<file path="src/design/aca_ram.sv">
// simple dual-port synchronous ram, one write and one registered read port
// no dependencies
module aca_ram #(
  parameter int WIDTH = 8,
  parameter int DEPTH = 256
) (
  input  logic                     clk,
  input  logic                     we,
  input  logic [$clog2(DEPTH)-1:0] waddr,
  input  logic [WIDTH-1:0]         wdata,
  input  logic [$clog2(DEPTH)-1:0] raddr,
  output logic [WIDTH-1:0]         rdata
);

  logic [WIDTH-1:0] mem [DEPTH];

  always_ff @(posedge clk) begin
    if (we) begin
      mem[waddr] <= wdata;
    end
    rdata <= mem[raddr];
  end

endmodule

</file>
<file path="config.mk">
export PLATFORM = sky130hd
export DESIGN_NAME = aca_ram
export DESIGN_NICKNAME = d
export VERILOG_FILES = /design/src/design/aca_ram.sv
export SDC_FILE = /design/constraint.sdc
export NUM_CORES = 2
export LEC_CHECK = 0
export BUFFER_PORTS_ARGS = -buffer_cell sky130_fd_sc_hd__buf_2
export CORE_MARGIN = 1
export CORE_UTILIZATION = 41
export DETAILED_ROUTE_END_ITERATION = 10
export GPL_TIMING_DRIVEN = 0
export PLACE_DENSITY = 0.63
export RECOVER_POWER = 25
export SLEW_MARGIN = 20
export SYNTH_ARGS = -nofsm -noshare
export SYNTH_HDL_FRONTEND = slang
export SYNTH_SLANG_ARGS = --single-unit
</file>
<file path="constraint.sdc">
create_clock -name clk -period 2.88 [get_ports clk]
set_input_delay 0 -clock clk [delete_from_list [all_inputs] [get_ports clk]]
set_output_delay 0 -clock clk [all_outputs]
set_load 0.01 [all_outputs]
</file>
==> flow_summary.json <==
{
  "crit_chain": "buf_2 > buf_2 > and2_1 > buf_1 > clkbuf_2 > a22oi_1 > a21oi_1 > nor4_2 > nor4_2",
  "switching_power_uw": 14260,
  "holdWs_ps": 130.7,
  "grt_pass1_wl_um": 327800,
  "avgSynthCellArea_um2": 21.31,
  "path_delay_family": "buffers and inverters",
  "p_leak_uw": 0.02796,
  "min_to": "mem[206][6]",
  "clkPwrFrac_pct": 42.3,
  "crit_buf_inv": 4,
  "sw_frac_of_total_pct": 22.42,
  "io_buffer_count": 26,
  "grt_usage_pct": 24.32,
  "synth_top_area_cell": "edfxtp_1",
  "nNetsFinal": 4039,
  "status": "complete, but fails checks",
  "worst_slew_pin_slew_ps": 2548,
  "start_util_pct": 41.31,
  "drt_iter0_markers": 6661,
  "rr_worst_depth": 6,
  "required_ps": 3540,
  "cts_tree": "built",
  "synth.most_common_cell": "edfxtp_1",
  "hp-start": "waddr[2]",
  "seq_power_share_pct": 51.9,
  "path_clk_slew_ps": 60,
  "num_vias": 41881,
  "via_per_inst": 6.224,
  "cts_num_sinks": 2056,
  "io_pins": 34,
  "timing.final.crit_share_pct": 107.3,
  "comb_power_share_pct": 5.7,
  "ir_worst_vdd_v": 0.0006343,
  "maxSlewViolCount": 702,
  "dr.pass1.iters": 5,
  "rows": 161,
  "r2r_setup_slack_ps": -70,
  "fin_cells": 6729,
  "grt.overflow.total": 0,
  "power.density_mw_per_mm2": 700.1,
  "ys.flop_type": "edfxtp_1",
  "synth_fp_nets": 3759,
  "drive_gt1_share_pct": 23.82,
  "synth_area_leaders": "edfxtp_1 (77%), mux4_2 (13%), mux2i_1 (1.7%), nor2_1 (1.3%), a22oi_1 (1.3%)",
  "cp.depth": 9,
  "cts-htree-levels": 4,
  "synthCells": 3733,
  "netlist_top_cells_count": "edfxtp_1 (2048), mux4_2 (454), nor2_1 (282), mux2i_1 (134), a22oi_1 (133)",
  "die-area_mm2": 0.1958,
  "cap_violations": 8,
  "dp_slack_ps": -1356,
  "critPathKind": "input pin to register",
  "antenna_found_initial": 16,
  "wirelength_um": 240500,
  "synth_top_area_share_pct": 77.30,
  "rr_startpoint": "mem[83][6]",
  "cts-root-buf": "clkbuf_16",
  "setup_viol": 8,
  "ys_ff_latch": 2056,
  "wire_per_inst_um": 35.74,
  "synth_cell_type_count": 55,
  "grt_max_degree": 129,
  "die_w_um": 442.5,
  "fmaxAchievable_ghz": 0.3235,
  "insertion_delay_ps": 840,
  "synth_edf_count": 2048,
  "gp_congestion": 0.9724,
  "rr_endpoint": "rdata[6]",
  "timing.slew.headroom_pct": -69.86,
  "ys_warn_count": 0,
  "fp.dieH_um": 442.5,
  "intPower_uw": 49340,
  "fin_skew_ps": 37.21,
  "async_flop_share_pct": 0,
  "dp_cells": 6320,
  "clock_path_buffers": 3,
  "coreArea_mm2": 0.1926,
  "area_delta_synth_final_pct": 14.18,
  "violations": "max-capacitance violations, max-slew violations, negative setup slack",
  "synth_seq_area_share_pct": 77.50,
  "critPathSlowestCell": "nor4_2",
  "cp_max_fo": 10,
  "crit_path_max_incr_delay_ps": 740,
  "cp-start-kind": "input pin",
  "fin_crit_ps": 3091,
  "total_power_uw": 63600,
  "fin_setup_tns_ps": -861.7,
  "finalHoldViolCount": 0,
  "rsz0062_at_grt": "false",
  "drc": 0,
  "detail-route-antenna-nets": 0,
  "hpwlAfterDp_um": 164600,
  "syn_area_mm2": 0.07956,
  "crit_arrival_ps": 3750,
  "critPathCaptureType": "register",
  "min_path_type": "input pin to register",
  "cts_buffers": 205,
  "first_global_vias": 40530,
  "setup_slack_ps": -211.4,
  "whs_path_depth": 3
}
==> cell type report <==
cell class,instances,area (um2)
clock buffers,242,5269
repair buffers,73,998.5
inverters,2,7.507
clock inverters,137,1493
flip-flops and latches,2056,61660
fillers,15785,101700
plain buffers,233,1538
diodes,18,45.04
multi-input cells,1442,16670
well taps,2526,3161
==> worst max-delay path by stage <==
stage / start / to / slack, ps
finish: raddr[2] / rdata[5] / -210
global route: raddr[1] / rdata[0] / 0.4
CTS: raddr[1] / rdata[1] / 6
detailed placement: raddr[1] / rdata[3] / -1360
global placement: raddr[1] / rdata[4] / -2270
floorplan: raddr[0] / rdata[2] / 940
==> kinds of logic (layout without fill, tap and decap cells) <==
logic type | Yosys count | count (layout) | synth area share (%)
buffers and inverters | 235 | 687 | 1.831
muxes | 591 | 591 | 14.62
DFF | 2056 | 2056 | 77.50
other | 0 | 18 | 0
AOI/OAI and AO/OA | 385 | 385 | 3.419
and+or+nand+nor | 466 | 466 | 2.628
==> sequential cells by signal (all words and copies together) (netlist names) <==
name / count
mem: 2048
rdata: 8
==> cell usage in the layout (no fill, tap or decap), types with 9 or more instances in the layout <==
| cell | instances |
|---|---|
| a21oi_1 | 96 |
| a221oi_1 | 9 |
| clkbuf_2 | 43 |
| o22ai_1 | 28 |
| nor4_1 | 9 |
| buf_4 | 30 |
| diode_2 | 18 |
| a22oi_1 | 133 |
| nor2_1 | 275 |
| nor4_2 | 11 |
| nand2_1 | 33 |
| buf_2 | 61 |
| clkbuf_16 | 205 |
| mux2i_1 | 134 |
| nand3_1 | 34 |
| a211oi_1 | 14 |
| buf_1 | 11 |
| clkinv_1 | 56 |
| buf_16 | 21 |
| nor3_1 | 21 |
| buf_6 | 21 |
| buf_8 | 15 |
| mux4_2 | 454 |
| edfxtp_1 | 2048 |
| o221ai_1 | 46 |
| buf_12 | 12 |
| nand4_1 | 10 |
| clkinv_2 | 37 |
| nor2b_1 | 30 |
| dlygate4sd3_1 | 11 |
| o21ai_0 | 10 |
| o211ai_1 | 10 |
| clkbuf_1 | 108 |
| bufinv_16 | 23 |
==> metal layers <==
layer	GRT usage [%]	wire length (um)	vias up
met2	37.08	110600	2783
met1	32.59	90010	22283
met3	6.219	27010	520
met4	11.98	12840	4
met5	0	20	-
li1	-	-	16291
==> worst min-delay path, delay by kind of cell <==
| family | cells | cell delay (ps) |
|---|---|---|
| and+or+nand+nor | 2 | 500 |
| buffers and inverters | 1 | 260 |
==> repair_timing <==
action                                   CTS  global route
gates resized for setup                   38             6
setup buffers                              0             0
hold endpoints to repair                1534             0
endpoints found under the setup margin     8             5
hold buffers                              11             0
==> metrics by stage <==
step	cell area, um2	util, %
after detailed placement	83880	43.56
after global routing	90800	47.15
after floorplan	79560	-
after CTS	90900	47.20
after global placement	82850	43.02
final	90840	47.17
==> power groups by stage <==
stage / Clock (uW) / Combinational [uW] / Sequential (uW)
finish: 26900 / 3650 / 33000
global route: 28200 / 3690 / 33000
CTS: 27000 / 3590 / 33000
detailed placement: 0 / 3530 / 33600
global placement: 0 / 3360 / 33800
floorplan: 0 / 1600 / 33700
Note: power is estimated with default switching activity, not from simulation.
